### config.mk
export PLATFORM = sky130hd
export DESIGN_NAME = periodic_oneshot_task_timer_bank
export DESIGN_NICKNAME = d
export VERILOG_FILES = /design/src/rtl/ptt_pkg.sv /design/src/rtl/periodic_oneshot_task_timer_bank.sv /design/src/rtl/ptt_cell.sv
export SDC_FILE = /design/constraint.sdc
export NUM_CORES = 1
export LEC_CHECK = 0
export ABC_AREA = 1
export BUFFER_PORTS_ARGS = -buffer_cell sky130_fd_sc_hd__buf_2
export CAP_MARGIN = 20
export CORE_MARGIN = 4
export CORE_UTILIZATION = 49
export CTS_BUF_LIST = sky130_fd_sc_hd__clkbuf_4
export DETAILED_ROUTE_END_ITERATION = 10
export GPL_ROUTABILITY_DRIVEN = 0
export PLACE_DENSITY = 0.62
export SYNTH_ARGS = -nofsm -noshare
export SYNTH_HDL_FRONTEND = slang
export SYNTH_SLANG_ARGS = --single-unit
### constraint.sdc
create_clock -name clk -period 4.7 [get_ports clk]
set_input_delay 0.705 -clock clk [delete_from_list [all_inputs] [get_ports clk]]
set_output_delay 0.705 -clock clk [all_outputs]
set_load 0.01 [all_outputs]
### src/rtl/ptt_pkg.sv
// Shared types and constants for the periodic/one-shot task timer bank.
package ptt_pkg;

  localparam int SLOTS_DEF = 8;
  localparam int KIND_W    = 2;
  localparam int SLOT_W    = 3;
  localparam int PERIOD_W  = 32;
  localparam int COUNT_W   = 4;

  localparam logic [KIND_W-1:0] KIND_TICK     = 2'd0;
  localparam logic [KIND_W-1:0] KIND_DISPATCH = 2'd1;
  localparam logic [KIND_W-1:0] KIND_ADD      = 2'd2;
  localparam logic [KIND_W-1:0] KIND_DELETE   = 2'd3;

  typedef struct packed {
    logic                tick;
    logic                add;
    logic                del;
    logic                scan;
    logic                emit;
    logic [SLOT_W-1:0]   slot;
    logic                one_shot;
    logic [PERIOD_W-1:0] period;
  } ptt_ctl_t;

  typedef struct packed {
    logic              add_ok;
    logic              del_ok;
    logic              found;
    logic              unload;
    logic              hit;
    logic              once;
    logic [SLOT_W-1:0] slot;
  } ptt_rep_t;

endpackage

### src/rtl/periodic_oneshot_task_timer_bank.sv
// Top level of the task timer bank: command sequencer, slot chain, result register.
//
// Usage:
//   Drive in_kind/in_slot/in_one_shot/in_period and raise start; the command is
//   taken at the clock edge where start is high and busy is low.
//   Tick, add and delete: busy while in the EXEC state; the single result beat
//   is registered onto the out_ ports as EXEC ends, with out_last set.
//   Dispatch: a token walks the slot chain twice, one slot per cycle. The first
//   walk claims ready slots and settles the loaded count, the second emits one
//   beat per claimed slot in ascending order. Busy lasts through both walks,
//   and each beat is registered as the second walk's token passes its slot.
//   With no slot ready a single empty beat follows the first walk.
//   Each beat is valid for exactly one cycle while out_valid is high; the
//   receiver cannot stall, so nothing is held back.
//   Reset (rst_n low, synchronous) unloads every slot and clears the count.
//   Rate is set by the chain walk: one slot per cycle for dispatch.
module periodic_oneshot_task_timer_bank #(
  parameter int SLOTS = ptt_pkg::SLOTS_DEF
) (
  input  logic                          clk,
  input  logic                          rst_n,
  input  logic                          start,
  output logic                          busy,
  input  logic [ptt_pkg::KIND_W-1:0]    in_kind,
  input  logic [ptt_pkg::SLOT_W-1:0]    in_slot,
  input  logic                          in_one_shot,
  input  logic [ptt_pkg::PERIOD_W-1:0]  in_period,
  output logic                          out_valid,
  output logic                          out_has_task,
  output logic [ptt_pkg::SLOT_W-1:0]    out_task_slot,
  output logic                          out_was_one_shot,
  output logic                          out_last,
  output logic [ptt_pkg::COUNT_W-1:0]   out_loaded_count
);
  import ptt_pkg::*;

  localparam int CNT_W = $clog2(SLOTS + 1);

  localparam logic [1:0] ST_IDLE = 2'd0;
  localparam logic [1:0] ST_EXEC = 2'd1;
  localparam logic [1:0] ST_SCAN = 2'd2;
  localparam logic [1:0] ST_EMIT = 2'd3;

  logic [1:0]          state_r, state_nxt;
  logic [KIND_W-1:0]   cmd_kind_r;
  logic [SLOT_W-1:0]   cmd_slot_r;
  logic                cmd_os_r;
  logic [PERIOD_W-1:0] cmd_per_r;
  logic                launch_r, launch_nxt;
  logic [CNT_W-1:0]    total_r, total_nxt;
  logic [CNT_W-1:0]    hits_r, hits_nxt;
  logic [CNT_W-1:0]    rem_r, rem_nxt;

  logic                out_valid_r, out_valid_nxt;
  logic                out_has_r, out_has_nxt;
  logic [SLOT_W-1:0]   out_slot_r, out_slot_nxt;
  logic                out_once_r, out_once_nxt;
  logic                out_last_r, out_last_nxt;
  logic [CNT_W-1:0]    out_cnt_r, out_cnt_nxt;
  logic [CNT_W+COUNT_W-1:0] cnt_ext;

  logic                accept;
  logic                done;
  logic [SLOTS-1:0]    tok;
  ptt_ctl_t            ctl;
  ptt_rep_t            reps [SLOTS];
  ptt_rep_t            rep_all;

  assign busy   = (state_r != ST_IDLE);
  assign accept = start && !busy;
  assign done   = tok[SLOTS-1];

  always_comb begin
    ctl          = '0;
    ctl.tick     = (state_r == ST_EXEC) && (cmd_kind_r == KIND_TICK);
    ctl.add      = (state_r == ST_EXEC) && (cmd_kind_r == KIND_ADD);
    ctl.del      = (state_r == ST_EXEC) && (cmd_kind_r == KIND_DELETE);
    ctl.scan     = (state_r == ST_SCAN);
    ctl.emit     = (state_r == ST_EMIT);
    ctl.slot     = cmd_slot_r;
    ctl.one_shot = cmd_os_r;
    ctl.period   = cmd_per_r;
  end

  for (genvar i = 0; i < SLOTS; i++) begin : g_cell
    logic tin;
    if (i == 0) begin : g_head
      assign tin = launch_r;
    end else begin : g_link
      assign tin = tok[i-1];
    end
    ptt_cell #(
      .CELL_IDX (i)
    ) u_cell (
      .clk     (clk),
      .rst_n   (rst_n),
      .ctl     (ctl),
      .tok_in  (tin),
      .tok_out (tok[i]),
      .rep     (reps[i])
    );
  end

  always_comb begin
    rep_all = '0;
    for (int i = 0; i < SLOTS; i++) begin
      rep_all = ptt_rep_t'(rep_all | reps[i]);
    end
  end

  always_comb begin
    state_nxt     = state_r;
    launch_nxt    = 1'b0;
    total_nxt     = total_r;
    hits_nxt      = hits_r;
    rem_nxt       = rem_r;
    out_valid_nxt = 1'b0;
    out_has_nxt   = 1'b0;
    out_slot_nxt  = '0;
    out_once_nxt  = 1'b0;
    out_last_nxt  = 1'b0;
    out_cnt_nxt   = total_r;
    case (state_r)
      ST_IDLE: begin
        if (start) begin
          hits_nxt = '0;
          if (in_kind == KIND_DISPATCH) begin
            state_nxt  = ST_SCAN;
            launch_nxt = 1'b1;
          end else begin
            state_nxt = ST_EXEC;
          end
        end
      end
      ST_EXEC: begin
        if (rep_all.add_ok) begin
          total_nxt = total_r + CNT_W'(1);
        end
        if (rep_all.del_ok) begin
          total_nxt = total_r - CNT_W'(1);
        end
        out_valid_nxt = 1'b1;
        out_last_nxt  = 1'b1;
        out_cnt_nxt   = total_nxt;
        state_nxt     = ST_IDLE;
      end
      ST_SCAN: begin
        if (rep_all.found) begin
          hits_nxt = hits_r + CNT_W'(1);
        end
        if (rep_all.unload) begin
          total_nxt = total_r - CNT_W'(1);
        end
        if (done) begin
          if (hits_r == '0) begin
            out_valid_nxt = 1'b1;
            out_last_nxt  = 1'b1;
            state_nxt     = ST_IDLE;
          end else begin
            rem_nxt    = hits_r;
            launch_nxt = 1'b1;
            state_nxt  = ST_EMIT;
          end
        end
      end
      ST_EMIT: begin
        if (rep_all.hit) begin
          out_valid_nxt = 1'b1;
          out_has_nxt   = 1'b1;
          out_slot_nxt  = rep_all.slot;
          out_once_nxt  = rep_all.once;
          out_last_nxt  = (rem_r == CNT_W'(1));
          rem_nxt       = rem_r - CNT_W'(1);
        end
        if (done) begin
          state_nxt = ST_IDLE;
        end
      end
      default: begin
        state_nxt = ST_IDLE;
      end
    endcase
  end

  always_ff @(posedge clk) begin
    if (!rst_n) begin
      state_r     <= ST_IDLE;
      launch_r    <= 1'b0;
      total_r     <= '0;
      hits_r      <= '0;
      rem_r       <= '0;
      out_valid_r <= 1'b0;
    end else begin
      state_r     <= state_nxt;
      launch_r    <= launch_nxt;
      total_r     <= total_nxt;
      hits_r      <= hits_nxt;
      rem_r       <= rem_nxt;
      out_valid_r <= out_valid_nxt;
    end
  end

  always_ff @(posedge clk) begin
    if (accept) begin
      cmd_kind_r <= in_kind;
      cmd_slot_r <= in_slot;
      cmd_os_r   <= in_one_shot;
      cmd_per_r  <= in_period;
    end
    out_has_r  <= out_has_nxt;
    out_slot_r <= out_slot_nxt;
    out_once_r <= out_once_nxt;
    out_last_r <= out_last_nxt;
    out_cnt_r  <= out_cnt_nxt;
  end

  assign cnt_ext          = {{COUNT_W{1'b0}}, out_cnt_r};
  assign out_valid        = out_valid_r;
  assign out_has_task     = out_has_r;
  assign out_task_slot    = out_slot_r;
  assign out_was_one_shot = out_once_r;
  assign out_last         = out_last_r;
  assign out_loaded_count = cnt_ext[COUNT_W-1:0];

  a_beat_from_work: assert property (@(posedge clk) disable iff (!rst_n)
    out_valid |-> $past(busy))
    else $error("result beat without a command in flight");

  a_single_token: assert property (@(posedge clk) disable iff (!rst_n)
    $onehot0({launch_r, tok}))
    else $error("more than one scan token in the slot chain");

  a_count_range: assert property (@(posedge clk) disable iff (!rst_n)
    total_r <= CNT_W'(SLOTS))
    else $error("loaded count exceeds slot count");

  a_emit_budget: assert property (@(posedge clk) disable iff (!rst_n)
    (state_r == ST_EMIT && rep_all.hit) |-> (rem_r != '0))
    else $error("dispatch emits more slots than were claimed");

endmodule

### src/rtl/ptt_cell.sv
// One task slot: countdown, reload period, flags and the scan token stage.
module ptt_cell #(
  parameter int CELL_IDX = 0
) (
  input  logic              clk,
  input  logic              rst_n,
  input  ptt_pkg::ptt_ctl_t ctl,
  input  logic              tok_in,
  output logic              tok_out,
  output ptt_pkg::ptt_rep_t rep
);
  import ptt_pkg::*;

  localparam logic [SLOT_W-1:0] MY_SLOT = SLOT_W'(CELL_IDX);
  localparam bit                REACH   = CELL_IDX < (1 << SLOT_W);

  logic [PERIOD_W-1:0] cd_r, cd_nxt;
  logic [PERIOD_W-1:0] per_r, per_nxt;
  logic [PERIOD_W-1:0] cd_dec;
  logic loaded_r, loaded_nxt;
  logic once_r, once_nxt;
  logic ready_r, ready_nxt;
  logic pend_r, pend_nxt;
  logic tok_r;
  logic match;
  logic live_ready;

  assign match      = REACH && (ctl.slot == MY_SLOT);
  assign cd_dec     = cd_r - 32'd1;
  assign live_ready = loaded_r & ready_r;
  assign tok_out    = tok_r;

  always_comb begin
    cd_nxt     = cd_r;
    per_nxt    = per_r;
    loaded_nxt = loaded_r;
    once_nxt   = once_r;
    ready_nxt  = ready_r;
    pend_nxt   = pend_r;
    if (ctl.tick && loaded_r && (cd_r != '0)) begin
      if (cd_dec == '0) begin
        ready_nxt = 1'b1;
        cd_nxt    = per_r;
      end else begin
        cd_nxt = cd_dec;
      end
    end
    if (ctl.add && match && !loaded_r) begin
      cd_nxt     = ctl.period;
      per_nxt    = ctl.period;
      once_nxt   = ctl.one_shot;
      ready_nxt  = 1'b0;
      loaded_nxt = 1'b1;
    end
    if (ctl.del && match && loaded_r) begin
      loaded_nxt = 1'b0;
      ready_nxt  = 1'b0;
    end
    if (ctl.scan && tok_in) begin
      pend_nxt = live_ready;
      if (live_ready) begin
        ready_nxt = 1'b0;
        if (once_r) begin
          loaded_nxt = 1'b0;
        end
      end
    end
    if (ctl.emit && tok_in) begin
      pend_nxt = 1'b0;
    end
  end

  always_comb begin
    rep        = '0;
    rep.add_ok = ctl.add && match && !loaded_r;
    rep.del_ok = ctl.del && match && loaded_r;
    rep.found  = ctl.scan && tok_in && live_ready;
    rep.unload = ctl.scan && tok_in && live_ready && once_r;
    rep.hit    = ctl.emit && tok_in && pend_r;
    rep.once   = ctl.emit && tok_in && pend_r && once_r;
    rep.slot   = (ctl.emit && tok_in && pend_r) ? MY_SLOT : '0;
  end

  always_ff @(posedge clk) begin
    if (!rst_n) begin
      loaded_r <= 1'b0;
      once_r   <= 1'b0;
      ready_r  <= 1'b0;
      pend_r   <= 1'b0;
      tok_r    <= 1'b0;
    end else begin
      loaded_r <= loaded_nxt;
      once_r   <= once_nxt;
      ready_r  <= ready_nxt;
      pend_r   <= pend_nxt;
      tok_r    <= tok_in;
    end
  end

  always_ff @(posedge clk) begin
    cd_r  <= cd_nxt;
    per_r <= per_nxt;
  end

endmodule

==> Implementation_results.wiki, run 1 <==
{| class="wikitable"
! Metric !! Value
|-
| Post-Synthesis Mean Instance Area || around 7.4 um^2
|-
| Final nets || around 5,200
|-
| Final critical-path share of the clock period || between 70% and 80%
|-
| Initial detailed-routing violation count || around 3,300
|-
| Worst skew pair latency || approximately 1 ns
|-
| Top cell by count, worst path || nand2_1
|-
| Via count || between 30,000 and 40,000
|-
| Worst setup SP type || register
|-
| Final hold viol count || 0
|-
| Pwr dens || around 280 nW/um^2
|-
| Filler-free cell count of the finished design || roughly 6,200
|-
| Drt via density || around 5.3
|-
| Sw power || 2.796 mW
|-
| Worst slack on hold paths || around 0.29 ns
|-
| Worst Hold Launch || rst_n
|-
| CTS Root Buffer Type || clkbuf_4
|-
| Timing endpoint of the critical path || g_cell[3].u_cell.cd_r[9]$_DFFE_PP_
|-
| Total nets after synthesis || between 5,000 and 6,000
|-
| H-tree levels || 4
|-
| Post-detailed-route wirelength per cell || about 18 um
|-
| Combinational share of power || 4.2%
|-
| Detailed placement HPWL || approximately 74,000 um
|-
| Buf/Inv on CP || 2
|-
| Wire length reported by the detailed router || ~110,000 um
|-
| Count of cells along the worst register-to-register path || 15
|-
| Die Ht || ~280 um
|-
| CP Launch Point || g_cell[3].u_cell.cd_r[0]$_DFFE_PP_
|-
| Count of cell types in the netlist || 46
|-
| Commonest register cell after synthesis || edfxtp_1
|-
| Critical path class || reg2reg
|-
| Endpoint of the worst register-to-register path || g_cell[3].u_cell.cd_r[9]$_DFFE_PP_
|-
| Number of synthesized flops with an enable pin || 550
|-
| Peak VDD IR || 0.2005 mV
|-
| Leading cell types in the layout, fill and taps excluded || 1,903 x nand2_1, 632 x nor2_1, 599 x inv_1, 550 x edfxtp_1, 310 x nand4_1
|-
| Number of antenna violations at the first check in global routing || 8
|-
| Crit Path Max Fanout || 16
|-
| I/O pin count || 53
|-
| Relative contribution of the clock network to total power || 42.8%
|-
| Synthesized netlist cell count || between 4,000 and 5,000
|-
| Detail Route Antenna Nets || 0
|-
| DRC || 0
|-
| Congestion Overflow GR || 0
|-
| Ordered list of cells on the worst path || inv_1, ha_1, nand3_2, nor2_1, nand3_1, nand2_1, nand2_1, nor2_1, nand2_1, nor2_2, buf_4, nand4_1, nand2_1, nand2_1, nand2_1
|-
| Worst path depth || 15
|-
| Kind of cell adding the most delay to the critical path || simple AND/OR/NAND/NOR gates
|-
| Net switching fraction of the power || around 24%
|-
| Setup repair after global routing missed its margin || no
|-
| Die width || ~280 um
|-
| Post-Route Skew || roughly 0.065 ns
|-
| Starting Density || about half
|-
| Aggregate negative setup slack || 0 ns
|-
| Row count || 100
|-
| Headroom to the max-slew limit || around a quarter
|-
| Hold WC Path Type || in2reg
|-
| Data arrival time at the worst-slack endpoint || 4.14 ns
|-
| Reg2Reg Launch Point || g_cell[3].u_cell.cd_r[0]$_DFFE_PP_
|-
| Clock tree buffer depth || 3
|-
| Achievable frequency || just over 300 MHz
|-
| Clock transition at the registers of the reported paths || 0.07 ns
|-
| Signed area change from the synthesized netlist to the final layout || 10.14%
|-
| Internal power consumption || just under 9 mW
|-
| Required arrival time at the worst endpoint || between 5 and 6 ns
|-
| Category of the worst setup path capture point || register
|-
| Detailed Routing Iterations Pass 1 || 6
|-
| Final number of max-transition violations || 0
|-
| R2R Setup Slk || between 1 and 1.5 ns
|-
| Slowest-stage cell, CP || nor2_2
|-
| Placed cell count || about 6,000
|-
| Most common cell after layout, fill and taps aside || nand2_1
|-
| Slowest cell delay on critical path || between 0.5 and 0.6 ns
|-
| Pin count of the biggest net entering global routing || 66
|-
| Core region area || 74,450 um^2
|-
| Proportion of layout cells with a drive suffix above 1 || between 10% and 20%
|-
| Count of max-cap constraint violations || 0
|-
| Clock tree from TritonCTS || built
|-
| Yosys Warn Count || 0
|-
| Vias in the first global route || 30,301
|-
| Number of synthesized register bits || 616
|-
| Port Buf Inserts || 52
|-
| GRT Overall Usage || between 20 and 30%
|-
| Number of buffers added for setup after CTS || 0
|-
| Wire length of the first global-routing pass || around 170,000 um
|-
| Leakage power || approximately 18 nW
|-
| Count of endpoints failing setup in the final report || 0
|-
| Run status || completed
|-
| Number of buffers created by CTS || approximately 170
|-
| Proportion of synthesized flip-flops having asynchronous set or reset || 0%
|-
| Seq/Total Area, Yosys || 48.46%
|-
| Fill cell instance count of the final layout || ~7,000
|-
| Netlist Area Pre-Place || about 37,000 um^2
|-
| Area of the die || a little under 80,000 um^2
|-
| Count of clock tree sinks || between 600 and 700
|-
| Sequential cell fraction of total power || between 50% and 60%
|-
| Slew at the pin closest to its max-slew limit || 1.124 ns
|-
| Post-layout min period || 3.304 ns
|}
## worst register-to-register path: stages (launching register included)
cell,delay [ns]
edfxtp_1,0.40
inv_1,0.16
ha_1,0.25
nand3_2,0.15
nor2_1,0.53
nand3_1,0.15
nand2_1,0.08
nand2_1,0.07
nor2_1,0.11
nand2_1,0.07
nor2_2,0.57
buf_4,0.31
nand4_1,0.12
nand2_1,0.10
nand2_1,0.05
nand2_1,0.06
## synthesized netlist by cell type, drive strengths merged, types with 2 or more instances
| cell | number | area, um^2 |
|---|---|---|
| nor4 | 4 | 25.02 |
| clkbuf | 34 | 127.6 |
| or2 | 8 | 50.05 |
| o21bai | 2 | 15.01 |
| nor2 | 714 | 2974 |
| and2 | 5 | 31.28 |
| edfxtp | 550 | 16520 |
| nor3 | 49 | 286.5 |
| nand3b | 38 | 285.3 |
| buf | 133 | 794.5 |
| o21ai | 90 | 450.4 |
| dfxtp | 66 | 1321 |
| a31oi | 4 | 25.02 |
| nand3 | 294 | 1514 |
| inv | 610 | 2290 |
| xor2 | 21 | 183.9 |
| o22ai | 3 | 18.77 |
| xnor2 | 9 | 78.83 |
| nand4 | 310 | 1939 |
| clkinv | 8 | 30.03 |
| nand2 | 1919 | 7253 |
| a21oi | 47 | 235.2 |
| a41oi | 3 | 26.28 |
| ha | 22 | 275.3 |
## cell families (layout without fill, tap and decap cells)
logic type | count (synthesis) | count (layout) | synth area share [%]
and+or+nand+nor | 3344 | 3344 | 39.07
buffers and inverters | 785 | 1082 | 8.807
DFF | 616 | 616 | 48.46
AOI/OAI and AO/OA | 154 | 154 | 2.206
xor gates and xnor gates | 30 | 30 | 0.7138
adders and majority gates | 22 | 22 | 0.7478
other | 0 | 5 | 0
## per-layer routing
layer	GRT usage (%)	routed length (um)	vias up
li1	-	-	16471
met1	41.30	51830	15192
met2	41.84	48330	1296
met3	4.738	8833	141
met4	8.623	2520	0
met5	0	0	-
## registers in the layout, summed over array words and instances, names as in the netlist, 8 cells and up
register / count
g_cell.u_cell.once_r: 8
g_cell.u_cell.per_r: 256
g_cell.u_cell.loaded_r: 8
g_cell.u_cell.ready_r: 8
cmd_per_r: 32
g_cell.u_cell.cd_r: 256
g_cell.u_cell.tok_out: 8
g_cell.u_cell.pend_r: 8
## cell type report
| type | instances | area, um^2 | share of cell area [%] |
|---|---|---|---|
| clock inverter | 51 | 270.3 | 0.6666 |
| tap | 969 | 1212 | 2.990 |
| clock buffer | 250 | 1877 | 4.629 |
| inverter | 618 | 2320 | 5.722 |
| multi-input combinational | 3550 | 15790 | 38.95 |
| sequential | 616 | 17840 | 44.00 |
| timing repair buffer | 163 | 1224 | 3.018 |
| antenna | 5 | 12.51 | 0.03086 |
## worst min-delay path by stage
stage / depth (start not counted) / end / slack [ns]
finish: 3 / g_cell[1].u_cell.tok_out$_SDFF_PN0_ / 0.29
detailed placement: 2 / g_cell[5].u_cell.tok_out$_SDFF_PN0_ / 0.42
global route: 3 / g_cell[1].u_cell.tok_out$_SDFF_PN0_ / 0.24
CTS: 3 / g_cell[1].u_cell.tok_out$_SDFF_PN0_ / 0.17
floorplan: 2 / g_cell[2].u_cell.tok_out$_SDFF_PN0_ / 0.41
global placement: 2 / g_cell[5].u_cell.tok_out$_SDFF_PN0_ / 0.41
## power groups by stage
stage / combinational, mW / clock (mW) / sequential (mW)
floorplan: 0.180 / 0 / 6.17
global route: 0.511 / 5.34 / 6.07
detailed placement: 0.452 / 0 / 6.19
global placement: 0.449 / 0 / 6.19
finish: 0.482 / 4.91 / 6.07
CTS: 0.478 / 5.03 / 6.07
## what timing repair did
action                    CTS  global route
hold endpoints to repair   41             0
hold buffers               39             0
resized for setup           0             0
## stage by stage
| stage | util, % | power [mW] | cell area (um^2) | worst slack [ns] |
|---|---|---|---|---|
| global route | 54.45 | 11.92 | 40530 | 1.090 |
| CTS | 54.42 | 11.58 | 40510 | 1.449 |
| finish | 54.46 | 11.46 | 40540 | 1.396 |
| floorplan | - | 6.355 | 36810 | 0.8590 |
| detailed placement | 51.01 | 6.638 | 37970 | 1.484 |
| global placement | 50.99 | 6.635 | 37960 | 1.526 |
Note: power is estimated with default switching activity, not from simulation.
==> inputs of run 2 (changes only) <==
==> constraint.sdc (replaced) <==
create_clock -name clk -period 3.25 [get_ports clk]
set_input_delay 0.4875 -clock clk [delete_from_list [all_inputs] [get_ports clk]]
set_output_delay 0.4875 -clock clk [all_outputs]
set_load 0.01 [all_outputs]
==> run 2 against run 1 <==
Via count is 0.78% higher. Worst hold slack got worse by 0.073 ns. First-iteration DRC count grew 8.3%. Setup slack worse by 1.2 ns. Core utilization increased by 0.48 points. Sequential cell count stayed put. Cell count grew 0.37%. Clock power increased by 42%. Largest cell class unchanged.
==> Implementation_results.wiki, run 2 (synthesis results as in run 1) <==
{| class="wikitable"
! Metric !! Value
|-
| Port Buf Inserts || 52 (unchanged)
|-
| Via count || 33,359 (+0.78%)
|-
| Category of the worst setup path capture point || register
|-
| Run status || completed
|-
| Placed cell count || 5,907 (+0.53%)
|-
| End point of the most critical hold path || cmd_per_r[19]$_DFFE_PP_
|-
| Starting Density || 49.44% (unchanged)
|-
| Filler-free cell count of the finished design || 6,245 (+0.37%)
|-
| Critical path class || reg2reg
|-
| Clock tree from TritonCTS || built
|-
| Hold Crit Depth || 2 (-1)
|-
| DRC || 0 (unchanged)
|-
| Final hold viol count || 0 (unchanged)
|-
| Achievable frequency || 330.8 MHz (+9.3%)
|-
| Congestion Overflow GR || 0 (unchanged)
|-
| Worst slack on hold paths || 0.2175 ns (-0.07271 ns)
|-
| Most common cell after layout, fill and taps aside || nand2_1
|-
| Final number of max-transition violations || 0 (unchanged)
|-
| Peak VDD IR || 0.2911 mV (+45%)
|-
| Core region area || 74,450 um^2 (unchanged)
|-
| Slew at the pin closest to its max-slew limit || 1.130 ns (+0.005906 ns)
|-
| H-tree levels || 4 (unchanged)
|-
| Endpoint of the worst register-to-register path || g_cell[5].u_cell.cd_r[17]$_DFFE_PP_
|-
| Count of clock tree sinks || 616 (unchanged)
|-
| Final Total Pwr || 16.46 mW (+44%)
|-
| Leakage power || 17.90 nW (+1.0%)
|-
| Worst setup SP type || register
|-
| Row count || 100 (unchanged)
|-
| Area of the die || 79,570 um^2 (unchanged)
|-
| Required arrival time at the worst endpoint || 4.08 ns (-1.46 ns)
|-
| Hold WC Path Type || in2reg
|-
| Reg2Reg Launch Point || g_cell[5].u_cell.cd_r[0]$_DFFE_PP_
|-
| Worst Hold Launch || in_period[19]
|-
| Number of buffers added for setup after CTS || 0 (unchanged)
|-
| CTS Root Buffer Type || clkbuf_4
|-
| Crit Path Max Fanout || 32 (+16)
|-
| Post-detailed-route wirelength per cell || 17.99 um (+0.37%)
|-
| Number of buffers created by CTS || 167 (-1.2%)
|-
| Die width || 282.1 um (unchanged)
|-
| Final nets || 5,211 (+0.58%)
|-
| Proportion of layout cells with a drive suffix above 1 || 10.40% (+0.34 points)
|-
| Leading cell types in the layout, fill and taps excluded || 1,903 x nand2_1, 632 x nor2_1, 599 x inv_1, 550 x edfxtp_1, 310 x nand4_1
|-
| Setup repair after global routing missed its margin || no
|-
| Aggregate negative setup slack || 0 ns (unchanged)
|-
| Number of antenna violations at the first check in global routing || 8 (unchanged)
|-
| Post-CTS sizing || 0 (unchanged)
|-
| Detailed Routing Iterations Pass 1 || 8 (+2)
|-
| Count of cells along the worst register-to-register path || 14 (-1)
|-
| Hold-fix buffers at CTS || 40 (+2.6%)
|-
| Post-layout min period || 3.023 ns (-0.2809 ns)
|-
| Worst skew pair latency || 1.00 ns (about the same)
|-
| Die Ht || 282.1 um (unchanged)
|-
| Top Registers || g_cell.u_cell.cd_r (256), g_cell.u_cell.per_r (256), cmd_per_r (32)
|-
| I/O pin count || 53 (unchanged)
|-
| Count of max-cap constraint violations || 0 (unchanged)
|-
| Detail Route Antenna Nets || 0 (unchanged)
|-
| Final critical-path share of the clock period || 93.01% (+23 points)
|-
| Detailed placement HPWL || 75,720 um (+2.3%)
|-
| Drt via density || 5.342 (+0.41%)
|-
| Pwr dens || 402.4 nW/um^2 (+42%)
|-
| Vias in the first global route || 31,005 (+2.3%)
|-
| GRT Overall Usage || 28.15% (+0.32 points)
|-
| Data arrival time at the worst-slack endpoint || 3.85 ns (-0.29 ns)
|-
| Pin count of the biggest net entering global routing || 65 (-1.5%)
|-
| Clock tree buffer depth || 3 (unchanged)
|-
| CP Launch Point || g_cell[5].u_cell.cd_r[0]$_DFFE_PP_
|-
| Wire length of the first global-routing pass || 173,700 um (+1.1%)
|-
| Initial detailed-routing violation count || 3,520 (+8.3%)
|-
| Pre-CTS WS || 0.2484 ns (-1.235 ns)
|-
| Count of endpoints failing setup in the final report || 0 (unchanged)
|-
| Clock transition at the registers of the reported paths || 0.07 ns (about the same)
|-
| Min setup slack post-route || 0.2273 ns (-1.169 ns)
|-
| R2R Setup Slk || 0.23 ns (-1.17 ns)
|-
| Post-Route Skew || 0.06436 ns (-0.001001 ns)
|-
| Signed area change from the synthesized netlist to the final layout || 11.11%
|-
| Headroom to the max-slew limit || 24.66% (-0.39 points)
|-
| Wire length reported by the detailed router || 112,300 um (+0.74%)
|}
## run 2: cell types whose count changed in the layout (fill, tap and decap cells not counted), moves of 2 or more
cell	change
buf_4	+20
clkinvlp_4	+2
buf_12	+11
bufinv_16	+2
clkinv_2	+6
clkbuf_4	-18
## run 2: area by class of cell
class                      instances  area, um^2
clock buffer                     232        1742
multi-input combinational       3550       15790
sequential                       616       17840
fill                            7125       33550
clock inverter                    59       362.8
timing repair buffer             195        1617
antenna                            6       15.01
inverter                         618        2320
tap                              969        1212
## run 2: power by group
part | switching (mW) | internal [mW]
sequential | 0.116 | 8.69
combinational | 0.514 | 0.170
clock | 3.35 | 3.62
total | 3.98 | 12.5
## run 2: through the flow
| step | util (%) | instance area, um^2 |
|---|---|---|
| finish | 54.93 | 40900 |
| global route | 54.92 | 40890 |
| CTS | 54.88 | 40850 |
| detailed placement | 51.51 | 38350 |
| global placement | 51.51 | 38350 |
| floorplan | - | 36810 |
## run 2: worst max-delay path by stage
stage                                           to  cells after the start  slack (ns)
5_1_grt        g_cell[5].u_cell.cd_r[15]$_DFFE_PP_                     14        0.01
2_1_floorplan   g_cell[5].u_cell.cd_r[0]$_DFFE_PP_                      5        0.27
3_5_place_dp   g_cell[5].u_cell.cd_r[23]$_DFFE_PP_                     14        0.25
4_1_cts        g_cell[5].u_cell.cd_r[23]$_DFFE_PP_                     14        0.24
3_3_place_gp   g_cell[5].u_cell.cd_r[15]$_DFFE_PP_                     14        0.34
6_report       g_cell[5].u_cell.cd_r[17]$_DFFE_PP_                     14        0.23
## run 2: layer usage
metal  up-vias  global-route usage, %  wire [um]
met5         -                      0         17
met4         2                  10.68       3764
met3       205                  5.381      10260
met2      1315                  41.66      47870
met1     15334                  41.15      50440
li1      16503                      -          -
## run 2: worst max-delay path: stages, from the launching register on
cell and delay [ns]:
edfxtp_1 0.44, inv_2 0.11, ha_1 0.24, nand2_4 0.12, nor2_4 0.17, nand2_1 0.15
xor2_1 0.26, nand2_1 0.08, nor2_1 0.14, nand2_1 0.10, nor2_4 0.37, nand2_4 0.34
nand2_1 0.16, nand3_1 0.08, nand2_1 0.09
